## src/hdl/sensor_packet_framer_assert.svh

```systemverilog
// Assertion macros used by the top level of the packet framer.
`ifndef SENSOR_PACKET_FRAMER_ASSERT_SVH
`define SENSOR_PACKET_FRAMER_ASSERT_SVH

// Same-cycle implication, disabled while reset is asserted.
`define SPF_ASSERT_NOW(lbl, clk, rst_n, ante, cons, msg) \
	lbl: assert property (@(posedge clk) disable iff (!rst_n) (ante) |-> (cons)) \
		else $error(msg);

// Next-cycle implication, disabled while reset is asserted.
`define SPF_ASSERT_NEXT(lbl, clk, rst_n, ante, cons, msg) \
	lbl: assert property (@(posedge clk) disable iff (!rst_n) (ante) |=> (cons)) \
		else $error(msg);

`endif

```

## src/hdl/spf_pkg.sv

```systemverilog
// Shared types, constants and register indexes of the sensor packet framer.
`default_nettype none

package spf_pkg;

	// Packet geometry defaults.
	localparam int PACKET_BYTES_DEF = 38;
	localparam int SYNC_BYTES_DEF = 4;

	// Width of a packet position; packets hold at most 64 bytes.
	localparam int POS_W = 6;
	localparam int BYTE_W = 8;

	// Configuration register indexes.
	localparam int CFG_IDX_W = 2;
	localparam logic [CFG_IDX_W-1:0] CFG_SYNC_VALUE = 2'd0;
	localparam logic [CFG_IDX_W-1:0] CFG_DEVICE_ID = 2'd1;
	localparam logic [CFG_IDX_W-1:0] CFG_MESSAGE_ID = 2'd2;

	// Register reset values.
	localparam logic [BYTE_W-1:0] SYNC_VALUE_RST = 8'hFF;
	localparam logic [BYTE_W-1:0] DEVICE_ID_RST = 8'hFF;
	localparam logic [BYTE_W-1:0] MESSAGE_ID_RST = 8'h14;

	// Parse phase codes.
	typedef logic [1:0] spf_phase_t;
	localparam spf_phase_t PH_SYNC = 2'd0;
	localparam spf_phase_t PH_HEADER = 2'd1;
	localparam spf_phase_t PH_PAYLOAD = 2'd2;
	localparam spf_phase_t PH_CHECK = 2'd3;

	typedef struct packed {
		logic keep;       // store the input byte, add it to the sum, count it
		logic clear;      // drop the frame: count and sum back to zero
		logic load_last;  // latch the checksum byte and rewind the read pointer
		logic advance;    // the output item is taken this cycle
	} spf_cmd_t;

	typedef struct packed {
		logic byte_match;        // input byte equals the expected sync or header value
		logic sum_match;         // input byte equals the running sum
		logic ptr_last;          // the output item is the final packet byte
		spf_phase_t next_phase;  // phase after storing one more byte
	} spf_status_t;

endpackage

`default_nettype wire

```

## src/hdl/spf_ram.sv

```systemverilog
// Generic single-write, single-read RAM with registered read data.
`default_nettype none

module spf_ram #(
	parameter int WIDTH = 8,
	parameter int DEPTH = 38
) (
	input  wire logic                     clk,
	input  wire logic                     we,
	input  wire logic [$clog2(DEPTH)-1:0] waddr,
	input  wire logic [WIDTH-1:0]         wdata,
	input  wire logic [$clog2(DEPTH)-1:0] raddr,
	output logic      [WIDTH-1:0]         rdata
);

	logic [WIDTH-1:0] mem_q [DEPTH];

	always_ff @(posedge clk) begin
		if (we) begin
			mem_q[waddr] <= wdata;
		end
		rdata <= mem_q[raddr];
	end

endmodule

`default_nettype wire

```

## src/hdl/spf_ctrl.sv

```systemverilog
// Controller state machine of the sensor packet framer.
`default_nettype none

module spf_ctrl
	import spf_pkg::*;
(
	input  wire logic        clk,
	input  wire logic        arst_n,
	input  wire logic        in_valid,
	input  wire logic        out_stall,
	input  wire spf_status_t status,
	output logic             in_stall,
	output logic             out_valid,
	output spf_cmd_t         cmd
);

	// The four parse states share their codes with the parse phases.
	localparam logic [2:0] ST_SYNC = {1'b0, PH_SYNC};
	localparam logic [2:0] ST_HEADER = {1'b0, PH_HEADER};
	localparam logic [2:0] ST_PAYLOAD = {1'b0, PH_PAYLOAD};
	localparam logic [2:0] ST_CHECK = {1'b0, PH_CHECK};
	localparam logic [2:0] ST_EMIT = 3'd4;

	logic [2:0] state_q;
	logic [2:0] state_d;
	logic       in_take;

	assign in_stall = (state_q == ST_EMIT);
	assign out_valid = (state_q == ST_EMIT);
	assign in_take = in_valid && !in_stall;

	always_comb begin
		cmd = '0;
		state_d = state_q;
		case (state_q)
			ST_SYNC, ST_HEADER: begin
				if (in_take) begin
					if (status.byte_match) begin
						cmd.keep = 1'b1;
						state_d = {1'b0, status.next_phase};
					end else begin
						cmd.clear = 1'b1;
						state_d = ST_SYNC;
					end
				end
			end
			ST_PAYLOAD: begin
				if (in_take) begin
					cmd.keep = 1'b1;
					state_d = {1'b0, status.next_phase};
				end
			end
			ST_CHECK: begin
				if (in_take) begin
					cmd.clear = 1'b1;
					if (status.sum_match) begin
						cmd.load_last = 1'b1;
						state_d = ST_EMIT;
					end else begin
						state_d = ST_SYNC;
					end
				end
			end
			ST_EMIT: begin
				cmd.advance = !out_stall;
				if (!out_stall && status.ptr_last) begin
					state_d = ST_SYNC;
				end
			end
			default: begin
				state_d = ST_SYNC;
			end
		endcase
	end

	always_ff @(posedge clk or negedge arst_n) begin
		if (!arst_n) begin
			state_q <= ST_SYNC;
		end else begin
			state_q <= state_d;
		end
	end

endmodule

`default_nettype wire

```

## src/hdl/spf_dp.sv

```systemverilog
// Datapath of the sensor packet framer: registers, packet memory, checks, output.
`default_nettype none

module spf_dp
	import spf_pkg::*;
#(
	parameter int PACKET_BYTES = PACKET_BYTES_DEF,
	parameter int SYNC_BYTES = SYNC_BYTES_DEF
) (
	input  wire logic                 clk,
	input  wire logic                 arst_n,
	input  wire logic                 cfg_we,
	input  wire logic [CFG_IDX_W-1:0] cfg_index,
	input  wire logic [BYTE_W-1:0]    cfg_data,
	input  wire logic [BYTE_W-1:0]    rx_byte,
	input  wire spf_cmd_t             cmd,
	output spf_status_t               status,
	output logic      [BYTE_W-1:0]    packet_byte,
	output logic      [POS_W-1:0]     byte_position,
	output logic                      last_byte
);

	localparam int AW = $clog2(PACKET_BYTES);
	localparam logic [POS_W-1:0] LAST_POS = POS_W'(PACKET_BYTES - 1);
	localparam logic [POS_W-1:0] SYNC_END = POS_W'(SYNC_BYTES);
	localparam logic [POS_W-1:0] HDR_END = POS_W'(SYNC_BYTES + 3);
	localparam logic [BYTE_W-1:0] LEN_BYTE = BYTE_W'(PACKET_BYTES);

	logic [BYTE_W-1:0] sync_value_q;
	logic [BYTE_W-1:0] device_id_q;
	logic [BYTE_W-1:0] message_id_q;
	logic [POS_W-1:0]  count_q;
	logic [BYTE_W-1:0] sum_q;
	logic [POS_W-1:0]  ptr_q;
	logic [POS_W-1:0]  ptr_d;
	logic [BYTE_W-1:0] last_q;
	logic [BYTE_W-1:0] rd_data;
	logic [BYTE_W-1:0] want;
	logic [POS_W-1:0]  hdr_pos;
	logic [POS_W-1:0]  count_inc;

	// Configuration registers.
	always_ff @(posedge clk or negedge arst_n) begin
		if (!arst_n) begin
			sync_value_q <= SYNC_VALUE_RST;
			device_id_q <= DEVICE_ID_RST;
			message_id_q <= MESSAGE_ID_RST;
		end else if (cfg_we) begin
			case (cfg_index)
				CFG_SYNC_VALUE: sync_value_q <= cfg_data;
				CFG_DEVICE_ID:  device_id_q <= cfg_data;
				CFG_MESSAGE_ID: message_id_q <= cfg_data;
				default: ;
			endcase
		end
	end

	// Expected value of the next sync or header byte, chosen by the frame count.
	assign hdr_pos = count_q - SYNC_END;

	always_comb begin
		if (count_q < SYNC_END) begin
			want = sync_value_q;
		end else begin
			case (hdr_pos)
				POS_W'(0): want = LEN_BYTE;
				POS_W'(1): want = device_id_q;
				default:   want = message_id_q;
			endcase
		end
	end

	assign count_inc = count_q + POS_W'(1);

	always_comb begin
		if (count_inc >= LAST_POS) begin
			status.next_phase = PH_CHECK;
		end else if (count_inc < SYNC_END) begin
			status.next_phase = PH_SYNC;
		end else if (count_inc < HDR_END) begin
			status.next_phase = PH_HEADER;
		end else begin
			status.next_phase = PH_PAYLOAD;
		end
	end

	assign status.byte_match = (rx_byte == want);
	assign status.sum_match = (rx_byte == sum_q);
	assign status.ptr_last = (ptr_q == LAST_POS);

	// Frame count and running checksum.
	always_ff @(posedge clk or negedge arst_n) begin
		if (!arst_n) begin
			count_q <= '0;
			sum_q <= '0;
		end else if (cmd.clear) begin
			count_q <= '0;
			sum_q <= '0;
		end else if (cmd.keep) begin
			count_q <= count_inc;
			sum_q <= sum_q + rx_byte;
		end
	end

	// The read address runs one position ahead of the item on the output, so the
	// registered read data always belongs to the current output position.
	always_comb begin
		ptr_d = ptr_q;
		if (cmd.load_last) begin
			ptr_d = '0;
		end else if (cmd.advance) begin
			ptr_d = status.ptr_last ? '0 : ptr_q + POS_W'(1);
		end
	end

	always_ff @(posedge clk or negedge arst_n) begin
		if (!arst_n) begin
			ptr_q <= '0;
		end else begin
			ptr_q <= ptr_d;
		end
	end

	// The checksum byte is held here rather than in the packet memory.
	always_ff @(posedge clk) begin
		if (cmd.load_last) begin
			last_q <= rx_byte;
		end
	end

	spf_ram #(
		.WIDTH(BYTE_W),
		.DEPTH(PACKET_BYTES)
	) u_store (
		.clk  (clk),
		.we   (cmd.keep),
		.waddr(count_q[AW-1:0]),
		.wdata(rx_byte),
		.raddr(ptr_d[AW-1:0]),
		.rdata(rd_data)
	);

	assign packet_byte = status.ptr_last ? last_q : rd_data;
	assign byte_position = ptr_q;
	assign last_byte = status.ptr_last;

endmodule

`default_nettype wire

```

## src/hdl/sensor_packet_framer.sv

```systemverilog
// Top level of the sensor packet framer: controller and datapath.
//
// The input channel takes one received serial byte per item (rx_byte) under
// in_valid / in_stall. The block searches for SYNC_BYTES sync bytes, checks
// the three header bytes (length, device id, message id), stores the payload
// and compares the final byte with the 8-bit sum of all earlier bytes.
// While a frame is being collected one byte is taken every cycle in which
// in_valid is high. After a checksum byte that matches, the output channel
// (out_valid / out_stall) delivers the PACKET_BYTES bytes of the packet in
// order, starting the next cycle, one byte per cycle while out_stall is low,
// with byte_position counting from zero and last_byte set on the checksum
// byte. A failed packet gives no output. During that run in_stall is high and
// no input byte is taken; the run is paced by the single read port of the
// packet memory, which is read one position ahead. A receiver stall holds the
// current output byte and its position unchanged. Reset (arst_n low) restarts
// the sync search, clears the count and sum and loads sync value 0xFF, device
// id 0xFF and message id 0x14. Configuration (cfg_we, cfg_index, cfg_data) is
// to be written only while the block is idle; the block does not enforce this.
`default_nettype none

`include "sensor_packet_framer_assert.svh"

module sensor_packet_framer
	import spf_pkg::*;
#(
	parameter int PACKET_BYTES = PACKET_BYTES_DEF,
	parameter int SYNC_BYTES = SYNC_BYTES_DEF
) (
	input  wire logic                 clk,
	input  wire logic                 arst_n,
	input  wire logic                 cfg_we,
	input  wire logic [CFG_IDX_W-1:0] cfg_index,
	input  wire logic [BYTE_W-1:0]    cfg_data,
	input  wire logic                 in_valid,
	output logic                      in_stall,
	input  wire logic [BYTE_W-1:0]    rx_byte,
	output logic                      out_valid,
	input  wire logic                 out_stall,
	output logic      [BYTE_W-1:0]    packet_byte,
	output logic      [POS_W-1:0]     byte_position,
	output logic                      last_byte
);

	spf_cmd_t    cmd;
	spf_status_t status;

	spf_ctrl u_ctrl (
		.clk      (clk),
		.arst_n   (arst_n),
		.in_valid (in_valid),
		.out_stall(out_stall),
		.status   (status),
		.in_stall (in_stall),
		.out_valid(out_valid),
		.cmd      (cmd)
	);

	spf_dp #(
		.PACKET_BYTES(PACKET_BYTES),
		.SYNC_BYTES  (SYNC_BYTES)
	) u_dp (
		.clk          (clk),
		.arst_n       (arst_n),
		.cfg_we       (cfg_we),
		.cfg_index    (cfg_index),
		.cfg_data     (cfg_data),
		.rx_byte      (rx_byte),
		.cmd          (cmd),
		.status       (status),
		.packet_byte  (packet_byte),
		.byte_position(byte_position),
		.last_byte    (last_byte)
	);

	`SPF_ASSERT_NEXT(a_good_check_starts_run, clk, arst_n,
		cmd.load_last, out_valid && (byte_position == '0), "verified packet did not start at zero")
	`SPF_ASSERT_NEXT(a_run_ends_after_last, clk, arst_n,
		out_valid && !out_stall && last_byte, !out_valid, "output run continued past last byte")
	`SPF_ASSERT_NEXT(a_run_counts_up, clk, arst_n,
		out_valid && !out_stall && !last_byte,
		out_valid && (byte_position == $past(byte_position) + POS_W'(1)),
		"output run skipped or repeated a position")
	`SPF_ASSERT_NOW(a_last_at_end, clk, arst_n,
		out_valid && last_byte, byte_position == POS_W'(PACKET_BYTES - 1),
		"last byte marked away from the final position")

endmodule

`default_nettype wire
```

## config.mk

```make
export PLATFORM = sky130hd
export DESIGN_NAME = sensor_packet_framer
export DESIGN_NICKNAME = d
export VERILOG_FILES = /design/src/hdl/spf_pkg.sv /design/src/hdl/spf_ram.sv /design/src/hdl/spf_ctrl.sv /design/src/hdl/spf_dp.sv /design/src/hdl/sensor_packet_framer.sv
export VERILOG_INCLUDE_DIRS = /design/src /design/src/hdl
export SDC_FILE = /design/constraint.sdc
export NUM_CORES = 1
export LEC_CHECK = 0
export BUFFER_PORTS_ARGS = -buffer_cell sky130_fd_sc_hd__clkbuf_2
export CORE_MARGIN = 3
export CORE_UTILIZATION = 42
export CTS_CLUSTER_DIAMETER = 50
export DETAILED_ROUTE_END_ITERATION = 8
export PLACE_DENSITY = 0.6
export SYNTH_ARGS = -nofsm -noshare
export SYNTH_HDL_FRONTEND = slang
export SYNTH_HIERARCHICAL = 1
export SYNTH_SLANG_ARGS = --single-unit
export TNS_END_PERCENT = 10
```

## constraint.sdc

```tcl
create_clock -name clk -period 7.2 [get_ports clk]
set_input_delay 0 -clock clk [delete_from_list [all_inputs] [get_ports clk]]
set_output_delay 0 -clock clk [all_outputs]
set_load 0.03 [all_outputs]
```

==> results of run 1 <==
-- cell usage after synthesis, types with 5 or more instances --
master    instances  area, um2
xnor2_1          12        105
dfxtp_1           8        160
a22o_1           16        140
o211ai_1          9       67.6
o41ai_2           8        130
nand3_1          11       55.1
mux2i_1         144       1440
inv_1            14       52.6
edfxtp_1        312       9370
mux2_2           32        360
a221oi_2         13        195
buf_4            13       97.6
xor2_1           15        131
o22ai_1          10       62.6
dfstp_2          18        473
ha_1             14        175
a31oi_1           8       50.1
nor2b_1           6       37.5
nor2_1           72        270
nor4_1            5       31.3
a21oi_1          24        120
nor3_1            5       25.0
clkbuf_1         16       60.1
buf_2             9       45.0
dfrtp_1          29        726
nand4_1           7       43.8
a22oi_1          34        255
nand2_1          27        101
buf_6             6       67.6
mux4_2            8        180
nand2b_1         10       62.6
-- path summary, 6_finish.rpt --
check / startpoint / end / slack [ns] / cells after the start
max: u_dp/count_q[2]$_DFFE_PN0P_ / u_dp/u_store/mem_q[18][2]$_DFFE_PP_ / 1.51 / 9
min: rx_byte[7] / u_dp/u_store/mem_q[19][7]$_DFFE_PP_ / 0.02 / 1
max reg2reg: u_dp/count_q[2]$_DFFE_PN0P_ / u_dp/u_store/mem_q[18][2]$_DFFE_PP_ / 1.51 / 9
min reg2reg: u_ctrl/state_q[2]$_DFFE_PN0P_ / u_ctrl/state_q[1]$_DFFE_PN0P_ / 0.49 / 1
max in group asynchronous: arst_n / u_dp/count_q[2]$_DFFE_PN0P_ / 6.66 / 3
min in group asynchronous: arst_n / u_dp/byte_position[2]$_DFF_PN0_ / 0.10 / 3
-- power by group --
group | total, mW | switching, mW | internal [mW]
combinational | 0.247 | 0.144 | 0.103
clock | 1.91 | 0.798 | 1.11
sequential | 2.37 | 0.0237 | 2.35
-- worst register-to-register path: cells and delay by family, from the launching register on --
kind	cells	cell delay [ns]
DFF	1	0.76
and+or+nand+nor	5	3.34
AOI/OAI and AO/OA	4	1.18
-- cells by family after synthesis --
group	share of synthesized area
XOR/XNOR	0.0151
adder cells (fa/ha/maj)	0.0125
AND/OR/NAND/NOR	0.0537
AO/OA/AOI/OAI	0.0805
flip-flops	0.685
multiplexers	0.127
buffers and inverters	0.0264
-- layer usage --
| metal | share of wire | wire length, um |
|---|---|---|
| met1 | 0.44 | 16100 |
| met2 | 0.48 | 17500 |
| met3 | 0.049 | 1770 |
| met4 | 0.026 | 943 |
| met5 | 0 | 0 |
-- what timing repair did --
action | in CTS | in global routing
endpoints found under the hold margin | 77 | 0
setup buffers | 0 | 0
hold buffers | 17 | 0
-- area by class of cell --
class | instances | area, um2
fillers | 3124 | 19000
clock buffers | 49 | 1050
repair buffers | 78 | 543
flip-flops and latches | 367 | 10700
well taps | 468 | 586
inverters | 14 | 52.6
multi-input cells | 545 | 4530
clock inverters | 19 | 170
-- stage by stage --
| step | utilization | hold slack (ns) | std cells |
|---|---|---|---|
| 4_1_cts | 0.481 | 0.00264 | 1540 |
| 3_5_place_dp | 0.443 | 0.149 | 1455 |
| 3_3_place_gp | 0.443 | 0.134 | 1455 |
| 6_report | 0.481 | 0.0156 | 1540 |
| 5_1_grt | 0.481 | 0.0109 | 1540 |
| 2_1_floorplan | - | -0.296 | 978 |
-- sequential cells by signal, indices dropped and copies added, names as in the netlist --
name and count:
u_dp/device_id_q 8, u_dp/u_store/mem_q 304, u_dp/sync_value_q 8, u_dp/u_store/rdata 8, u_dp/count_q 6, u_dp/message_id_q 8
u_dp/byte_position 6, u_ctrl/state_q 3, u_dp/last_q 8, u_dp/sum_q 8
==> reports/metrics.csv, run 1 <==
stage;metric;value;unit
drt;drt pass-1 iters;5;
worst_setup_path;crit-path max cell delay;1.04;ns
worst_setup_path;Setup crit end kind;flop;
global_route;gr ovfl total;0;
placement;port bufs;39;
floorplanning;die area;39600;um2
timing;Max Slew Vio Count;0;
final_layout;Final Cell Area;17700;um2
min_path;Hold Path Class;input port to flop;
final_layout;Layout Nets;1083;
synthesis;post-synthesis register bit count;367;
worst_setup_path;critical path required time;7.33;ns
synthesis;Post-Syn Instances;978;
worst_setup_path;delay-heaviest family, CP;simple AND/OR/NAND/NOR gates;
global_route;GR Util met2;0.299;
timing;Hold Vio Cnt, Final;0;
global_route;vias in the first global route;8651;
synthesis;ys async rst share;0.128;
synthesis;post-synthesis sequential area ratio;0.685;
worst_setup_path;critical path class;flop to flop;
timing;RSZ-0062 raised after global routing;no;
floorplanning;Die W;199;um
global_route;met3 Usage GRT;0.0285;
worst_setup_path;worst-path fanout max;25;
worst_setup_path;crit path launch type;flop;
global_route;initial antenna violation count;2;
global_route;first-pass GRT wire length;54400;um
final_layout;most common cell after layout, fill and taps aside;edfxtp_1;
floorplanning;DIE HEIGHT;199;um
placement;placed cell area;16300;um2
outcome;status;finished, final reports clean;
clock_network;Max Buffers Root-to-Sink;3;
timing;Clock Skew;0.0224;ns
synthesis;Post-synth EDFFs;312;
clock_network;clock latency on the worst-skew pair;0.54;ns
floorplanning;Top Ports;40;
global_route;GRT Max-Usage Layer;met2;
floorplanning;core area;36700;um2
power;worst vdd ir;170;uV
global_route;largest net degree at the start of global routing;66;
drt;via count;8690;
timing;post-route setup slack;1.51;ns
clock_network;Post-CTS Resized;0;
clock_network;H-tree levels;2;
worst_setup_path;CP bufs+invs;0;
worst_setup_path;Worst EP arrival;5.82;ns
synthesis;mean area per synthesized cell;16.0;um2
floorplanning;row count;70;
global_route;GRT met1 Usage;0.259;
power;Lkg Pwr;6.31;nW
placement;gpl congestion;0.831;
power;cell area power density;257;nW/um2
drt;wirelength, routed;36300;um
drt;WL/cell;23.6;um
clock_network;CTS Buf Count;39;
synthesis;Yosys warnings;6;
floorplanning;Initial Util;0.427;
synthesis;Syn Nets;1016;
final_layout;Area Growth Syn to Fin;12.9;%
clock_network;TritonCTS clock tree;yes;
drt;DR vias/cell;5.64;
final_layout;most frequent cells in the layout;edfxtp_1, mux2i_1, nor2_1;
drt;drt initial violations;725;
clock_network;CTS Root Cell;clkbuf_16;
flow_run;max-cap viol count;0;
synthesis;Synth Cell Area;15700;um2
drt;DRC viols;0;
worst_setup_path;slowest CP cell;nor3_1;
global_route;GRT Total Usage;0.185;
worst_setup_path;crit-path cells;nor4b_2, o21ai_0, a32oi_1, a31oi_1, a211oi_2, or2_1, and3b_1, nand4_1, nor3_1;
final_layout;Inserted Diodes;0;
clock_network;clock tree sinks;367;
timing;period utilization;0.790;
synthesis;main flop type after synthesis;edfxtp_1;
timing;Fin Setup TNS;0;ns
timing;Worst slew margin;0.157;
timing;Final setup viols;0;
placement;pre-CTS setup slack;1.61;ns
timing;fin crit period;5.69;ns
synthesis;Yosys cell types;70;
final_layout;share of cells above drive strength 1;0.196;
drt;Final ANT Viol Nets;0;
timing;Least-Margin Pin Slew;1.26;ns
power;Tot Pwr;4.53;mW
timing;Achievable Freq;176;MHz
placement;dpl hpwl;23000;um
clock_network;clock slew at reported path FFs;0.06;ns
(Power assumes the default switching activity.)
==> run 2, diff against run 1 <==
--- a/config.mk
+++ b/config.mk
@@ -11,7 +11,7 @@
 export CORE_UTILIZATION = 42
 export CTS_CLUSTER_DIAMETER = 50
 export DETAILED_ROUTE_END_ITERATION = 8
-export PLACE_DENSITY = 0.6
+export PLACE_DENSITY = 0.63
 export SYNTH_ARGS = -nofsm -noshare
 export SYNTH_HDL_FRONTEND = slang
 export SYNTH_HIERARCHICAL = 1
==> constraint.sdc (replaced) <==
create_clock -name clk -period 4.7 [get_ports clk]
set_input_delay 0 -clock clk [delete_from_list [all_inputs] [get_ports clk]]
set_output_delay 0 -clock clk [all_outputs]
set_load 0.03 [all_outputs]
==> run 2 against run 1 <==
  * Via count rose by 0.99%
  * Largest cell class unchanged
  * Routed wire length fell by 2.1%
  * Worst hold slack improved by 0.017 ns
  * Non-clock buffer count rose by 29
==> reports/metrics.csv, run 2 (same netlist as run 1, synthesis figures left out) <==
stage;metric;value;unit;change
timing;Worst slew margin;0.285;;+0.128
placement;dpl cells;1485;;+2.1%
power;Tot Pwr;6.89;mW;+52%
drt;drt pass-1 iters;7;;+2
drt;via count;8776;;+0.99%
placement;port bufs;39;;unchanged
final_layout;max reg flops;304;;unchanged
clock_network;TritonCTS clock tree;yes;;
placement;gpl congestion;0.829;;-0.22%
worst_setup_path;worst reg-to-reg path cell count;13;;+4
global_route;vias in the first global route;8687;;+0.42%
min_path;Hold Path Cell Cnt;5;;+4
worst_setup_path;worst-path fanout max;19;;-24%
global_route;first-pass GRT wire length;53600;um;-1.5%
placement;dpl hpwl;22800;um;-0.92%
worst_setup_path;crit-path cells;ha_1, nor4_1, nand2_1, nor4_1, nand3_1, nor2_1, a21o_1, nor2_1, and2_1, a22o_1, a221oi_1, o22ai_1, o41ai_2;;
final_layout;Non-Filler Instances;1572;;+2.1%
clock_network;clock slew at reported path FFs;0.06;ns;about the same
worst_setup_path;slowest CP cell;and2_1;;
drt;wirelength, routed;35600;um;-2.1%
drt;DRC viols;0;;unchanged
timing;post-route setup slack;0.300;ns;-1.21 ns
worst_setup_path;crit path launch type;flop;;
placement;pre-CTS setup slack;0.191;ns;-1.42 ns
clock_network;clock tree sinks;367;;unchanged
global_route;initial antenna violation count;2;;unchanged
worst_setup_path;Worst EP arrival;4.83;ns;-0.99 ns
placement;placed cell area;16500;um2;+1.4%
final_layout;share of cells above drive strength 1;0.216;;+0.0199
outcome;status;finished, final reports clean;;
drt;Final ANT Viol Nets;0;;unchanged
min_path;Hold Startpoint;rx_byte[7];;
floorplanning;DIE HEIGHT;199;um;unchanged
timing;RSZ-0062 raised after global routing;no;;
timing;fin crit period;4.40;ns;-1.29 ns
timing;Least-Margin Pin Slew;1.07;ns;-0.184 ns
timing;Clock Skew;0.0189;ns;-0.00348 ns
floorplanning;core area;36700;um2;unchanged
min_path;Hold EP;u_dp/sum_q[7]$_DFFE_PN0P_;;
floorplanning;die area;39600;um2;unchanged
timing;Max Slew Vio Count;0;;unchanged
final_layout;largest reg by FF count;u_dp/u_store/mem_q;;
worst_setup_path;Setup crit end kind;flop;;
floorplanning;Initial Util;0.427;;unchanged
global_route;gr ovfl total;0;;unchanged
clock_network;H-tree levels;2;;unchanged
clock_network;CTS Buf Count;39;;unchanged
clock_network;postcts setup bufs;0;;unchanged
drt;drt initial violations;607;;-16%
flow_run;max-cap viol count;0;;unchanged
floorplanning;Die W;199;um;unchanged
min_path;Hold Path Class;input port to flop;;
worst_setup_path;critical path required time;5.13;ns;-2.20 ns
clock_network;Max Buffers Root-to-Sink;3;;unchanged
power;Lkg Pwr;6.46;nW;+2.3%
timing;Final setup viols;0;;unchanged
timing;period utilization;0.936;;+0.146
floorplanning;Top Ports;40;;unchanged
timing;Fin Setup TNS;0;ns;unchanged
global_route;GRT Total Usage;0.179;;-0.00537
final_layout;Final Cell Area;17900;um2;+1.1%
power;cell area power density;386;nW/um2;+50%
clock_network;CTS Root Cell;clkbuf_16;;
clock_network;clock latency on the worst-skew pair;0.53;ns;about the same
worst_setup_path;R2R Setup Slk;0.30;ns;-1.21 ns
power;worst vdd ir;271;uV;+59%
timing;Achievable Freq;227;MHz;+29%
global_route;largest net degree at the start of global routing;55;;-17%
drt;DR vias/cell;5.58;;-1.1%
final_layout;Layout Nets;1112;;+2.7%
final_layout;Area Growth Syn to Fin;14.1;%;
worst_setup_path;critical path class;flop to flop;;
final_layout;most frequent cells in the layout;edfxtp_1, mux2i_1, nor2_1;;
timing;Hold Vio Cnt, Final;0;;unchanged
floorplanning;row count;70;;unchanged
worst_setup_path;FF-to-FF End;u_dp/u_store/rdata[1]$_DFF_P_;;
drt;WL/cell;22.6;um;-4.1%
final_layout;most common cell after layout, fill and taps aside;edfxtp_1;;
worst_setup_path;Reg-to-Reg Start;u_dp/sum_q[4]$_DFFE_PN0P_;;
worst_setup_path;crit-path max cell delay;0.54;ns;-0.50 ns
[run 2: area by class of cell]
| type | instances | area [um2] |
|---|---|---|
| diodes | 1 | 2.50 |
| clock buffers | 54 | 1040 |
| clock inverters | 16 | 154 |
| fillers | 3120 | 18800 |
| inverters | 14 | 52.6 |
| multi-input cells | 545 | 4540 |
| flip-flops and latches | 367 | 10700 |
| well taps | 468 | 586 |
| repair buffers | 107 | 758 |
[run 2: power breakdown]
group          internal [mW]  switching [mW]
Clock                   1.67            1.21
Sequential              3.60          0.0360
Combinational          0.155           0.217
Total                   5.43            1.46
[run 2: how the worst max path moves through the flow]
stage | startpoint | to | slack (ns) | depth (start not counted)
finish | u_dp/sum_q[4]$_DFFE_PN0P_ | u_dp/u_store/rdata[1]$_DFF_P_ | 0.30 | 13
global route | u_dp/count_q[0]$_DFFE_PN0P_ | u_dp/u_store/mem_q[13][1]$_DFFE_PP_ | 0.004 | 12
CTS | u_dp/sum_q[4]$_DFFE_PN0P_ | u_dp/u_store/rdata[3]$_DFF_P_ | 0.18 | 14
detailed placement | u_dp/sum_q[4]$_DFFE_PN0P_ | u_dp/u_store/rdata[3]$_DFF_P_ | 0.19 | 14
global placement | u_dp/sum_q[4]$_DFFE_PN0P_ | u_dp/u_store/rdata[3]$_DFF_P_ | 0.22 | 14
floorplan | u_dp/count_q[1]$_DFFE_PN0P_ | u_dp/u_store/mem_q[18][0]$_DFFE_PP_ | 1.19 | 12
[run 2: repair_timing]
| action | 4_1_cts | 5_1_grt |
|---|---|---|
| endpoints found under the hold margin | 80 | 0 |
| hold buffers | 16 | 0 |
| resized for setup | 0 | 1 |
| endpoints found under the setup margin | 0 | 1 |
[run 2: through the flow]
stage / util / hold slack (ns)
after CTS: 0.487 / 0.0257
after floorplan: - / -0.296
after global routing: 0.487 / 0.0812
after global placement: 0.450 / 0.141
after detailed placement: 0.450 / 0.139
final: 0.487 / 0.0326
[run 2: per-layer routing]
layer  global-route usage  wire length, um  share of wire  vias to the layer above
li1                     -                -              -                     4018
met1                0.249            15500           0.44                     4483
met2                0.294            17400           0.49                      213
met3               0.0325             1900          0.053                       62
met4               0.0471              759          0.021                        0
met5                    0                0              0                        -
[run 2: critical path, delay by kind of cell, from the launching register on]
family                     cells  cell delay, ns
DFF                            1            0.37
and+or+nand+nor                7            2.07
AOI/OAI and AO/OA              5            1.51
adders and majority gates      1            0.36
==> run 3, diff against run 2 <==
--- a/config.mk
+++ b/config.mk
@@ -7,7 +7,7 @@
 export NUM_CORES = 1
 export LEC_CHECK = 0
 export BUFFER_PORTS_ARGS = -buffer_cell sky130_fd_sc_hd__clkbuf_2
-export CORE_MARGIN = 3
+export CORE_MARGIN = 8
 export CORE_UTILIZATION = 42
 export CTS_CLUSTER_DIAMETER = 50
 export DETAILED_ROUTE_END_ITERATION = 8
==> run 3 against run 2 <==
  * Final area up 0.31%
  * Combinational power up 2%
  * Worst hold slack better by 0.027 ns
==> reports/metrics.csv, run 3 (same netlist as run 1, synthesis figures left out) <==
stage;metric;value;unit;change
outcome;status;finished, final reports clean;;
worst_setup_path;critical path class;flop to flop;;
clock_network;CTS Buf Count;39;;unchanged
drt;wirelength, routed;35900;um;+0.98%
drt;DR WL met2;17000;um;-2.2%
timing;Worst slew margin;0.320;;+0.0356
worst_setup_path;crit-path cells;ha_1, nor4_1, nand2_1, nor4_1, nand3_1, nor2_1, a21o_1, nor2_4, buf_12, mux2i_1, a22o_1, a221oi_2, o22ai_1, o41ai_2;;
clock_network;Max Buffers Root-to-Sink;3;;unchanged
drt;WL/cell;22.8;um;+0.78%
timing;Final setup viols;0;;unchanged
power;Clk network pwr share;0.425;;+0.007
floorplanning;row count;70;;unchanged
drt;drt initial violations;625;;+3.0%
timing;Hold Vio Cnt, Final;0;;unchanged
floorplanning;die area;43700;um2;+10%
floorplanning;core area;36700;um2;unchanged
floorplanning;Initial Util;0.427;;unchanged
clock_network;clock tree sinks;367;;unchanged
timing;Achievable Freq;227;MHz;-0.28%
clock_network;clock latency on the worst-skew pair;0.52;ns;about the same
clock_network;clock slew at reported path FFs;0.06;ns;about the same
clock_network;CTS Root Cell;clkbuf_16;;
floorplanning;Top Ports;40;;unchanged
global_route;largest net degree at the start of global routing;73;;+33%
timing;post-route setup slack;0.287;ns;-0.0123 ns
worst_setup_path;Reg-to-Reg Start;u_dp/sum_q[4]$_DFFE_PN0P_;;
drt;Max Used Layer;met4;;
min_path;Hold Path Class;input port to flop;;
global_route;vias in the first global route;8855;;+1.9%
placement;gpl congestion;0.851;;+2.7%
drt;Final ANT Viol Nets;0;;unchanged
worst_setup_path;crit path launch type;flop;;
worst_setup_path;R2R Setup Slk;0.29;ns;about the same
timing;Least-Margin Pin Slew;1.02;ns;-0.0539 ns
worst_setup_path;critical path required time;5.12;ns;about the same
timing;Fin Setup TNS;0;ns;unchanged
flow_run;max-cap viol count;0;;unchanged
power;net switching power;1.46;mW;+0.16%
final_layout;Layout Nets;1115;;+0.27%
clock_network;TritonCTS clock tree;yes;;
worst_setup_path;crit-path max cell delay;0.48;ns;-0.06 ns
drt;wire length on met1;16000;um;+3.1%
worst_setup_path;slowest CP cell;nor4_1;;
global_route;first-pass GRT wire length;54100;um;+0.82%
final_layout;largest reg by FF count;u_dp/u_store/mem_q;;
worst_setup_path;Worst EP arrival;4.83;ns;about the same
worst_setup_path;Worst Setup EP;u_dp/u_store/rdata[3]$_DFF_P_;;
placement;port bufs;39;;unchanged
power;cell area power density;390;nW/um2;+1.1%
placement;pre-CTS setup slack;0.399;ns;+0.208 ns
clock_network;H-tree levels;2;;unchanged
worst_setup_path;worst reg-to-reg path cell count;14;;+1
placement;dpl hpwl;22900;um;+0.58%
drt;met3 WL post-DR;1750;um;-7.4%
final_layout;Core Util, Final;0.488;;+0.00150
final_layout;most common cell after layout, fill and taps aside;edfxtp_1;;
power;Cell Int Power;5.52;mW;+1.7%
timing;Max Slew Vio Count;0;;unchanged
worst_setup_path;worst-path fanout max;72;;+53
timing;Min Hold Slack;0.0592;ns;+0.0266 ns
global_route;initial antenna violation count;0;;-2
power;Lkg Pwr;6.49;nW;+0.40%
worst_setup_path;Worst Setup SP;u_dp/sum_q[4]$_DFFE_PN0P_;;
floorplanning;Die W;209;um;+5.0%
drt;drt pass-1 iters;5;;-2
final_layout;max reg flops;304;;unchanged
power;Logic pwr share;0.054;;about the same
power;sequential power share;0.521;;-0.007
worst_setup_path;cell mode on critical path;nor4_1;;
global_route;GRT Total Usage;0.162;;-0.0174
final_layout;share of cells above drive strength 1;0.216;;about the same
global_route;gr ovfl total;0;;unchanged
drt;DR vias/cell;5.57;;-0.25%
timing;fin crit period;4.41;ns;+0.0123 ns
timing;Clock Skew;0.0146;ns;-0.00429 ns
worst_setup_path;Setup crit end kind;flop;;
final_layout;Area Growth Syn to Fin;14.5;%;
final_layout;Inserted Diodes;0;;-1
power;Sw Share;0.210;;-0.00254
power;worst vdd ir;232;uV;-14%
drt;DRC viols;0;;unchanged
floorplanning;DIE HEIGHT;209;um;+5.0%
drt;via count;8771;;-0.057%
timing;period utilization;0.939;;+0.00261
worst_setup_path;FF-to-FF End;u_dp/u_store/rdata[3]$_DFF_P_;;
timing;RSZ-0062 raised after global routing;no;;
final_layout;most frequent cells in the layout;edfxtp_1, mux2i_1, nor2_1;;
[run 3: changes by cell type in the layout (fill, tap and decap cells not counted), sizes merged]
cell	before	now
clkinv	9	11
bufinv	2	3
buf	52	55
diode	1	0
inv	17	15
[run 3: metrics by stage]
stage,cells,total power [mW],cell area [um2]
floorplan,978,3.92,15700
global placement,1488,4.07,16500
detailed placement,1488,4.08,16500
CTS,1575,7.05,17900
global route,1575,7.20,17900
finish,1575,6.99,17900
[run 3: area by class of cell]
type	count	area, um2
Timing Repair Buffer	110	781
Inverter	14	52.6
Tap cell	468	586
Clock inverter	17	158
Fill cell	3104	18800
Multi-Input combinational cell	545	4540
Sequential cell	367	10700
Clock buffer	54	1070
[run 3: power by group through the flow]
stage | registers [mW] | clock network (mW) | logic [mW]
floorplan | 3.69 | 0 | 0.233
global placement | 3.70 | 0 | 0.365
detailed placement | 3.71 | 0 | 0.370
CTS | 3.64 | 3.03 | 0.382
global route | 3.64 | 3.15 | 0.410
finish | 3.64 | 2.97 | 0.378
[run 3: worst min-delay path by stage]
stage               start                              end  slack (ns)  cells past startpoint
2_1_floorplan      arst_n    u_ctrl/state_q[0]$_DFFE_PN0P_       -0.30                      0
3_3_place_gp       arst_n  u_dp/byte_position[5]$_DFF_PN0_        0.13                      2
3_5_place_dp       arst_n  u_dp/byte_position[5]$_DFF_PN0_        0.14                      2
4_1_cts        rx_byte[2]        u_dp/sum_q[2]$_DFFE_PN0P_        0.03                      4
5_1_grt        rx_byte[2]        u_dp/sum_q[2]$_DFFE_PN0P_        0.08                      4
6_report       rx_byte[2]        u_dp/sum_q[2]$_DFFE_PN0P_        0.06                      4
[run 3: critical path, delay by kind of cell (launching register included)]
family / cells / cell delay [ns]
simple gates: 6 / 1.60
compound gates: 5 / 1.31
flops: 1 / 0.38
fa+ha+maj: 1 / 0.36
buf+inv: 1 / 0.28
mux: 1 / 0.21
[run 3: layer usage]
metal / track usage / vias to the layer above
li1: - / 4025
met1: 0.217 / 4452
met2: 0.262 / 218
met3: 0.0250 / 76
met4: 0.0627 / 0
met5: 0 / -
[run 3: what timing repair did]
item,CTS,global route
setup endpoints to repair,0,9
buffers inserted,0,0
hold buffers,16,0
resized for setup,0,2
endpoints found under the hold margin,76,0
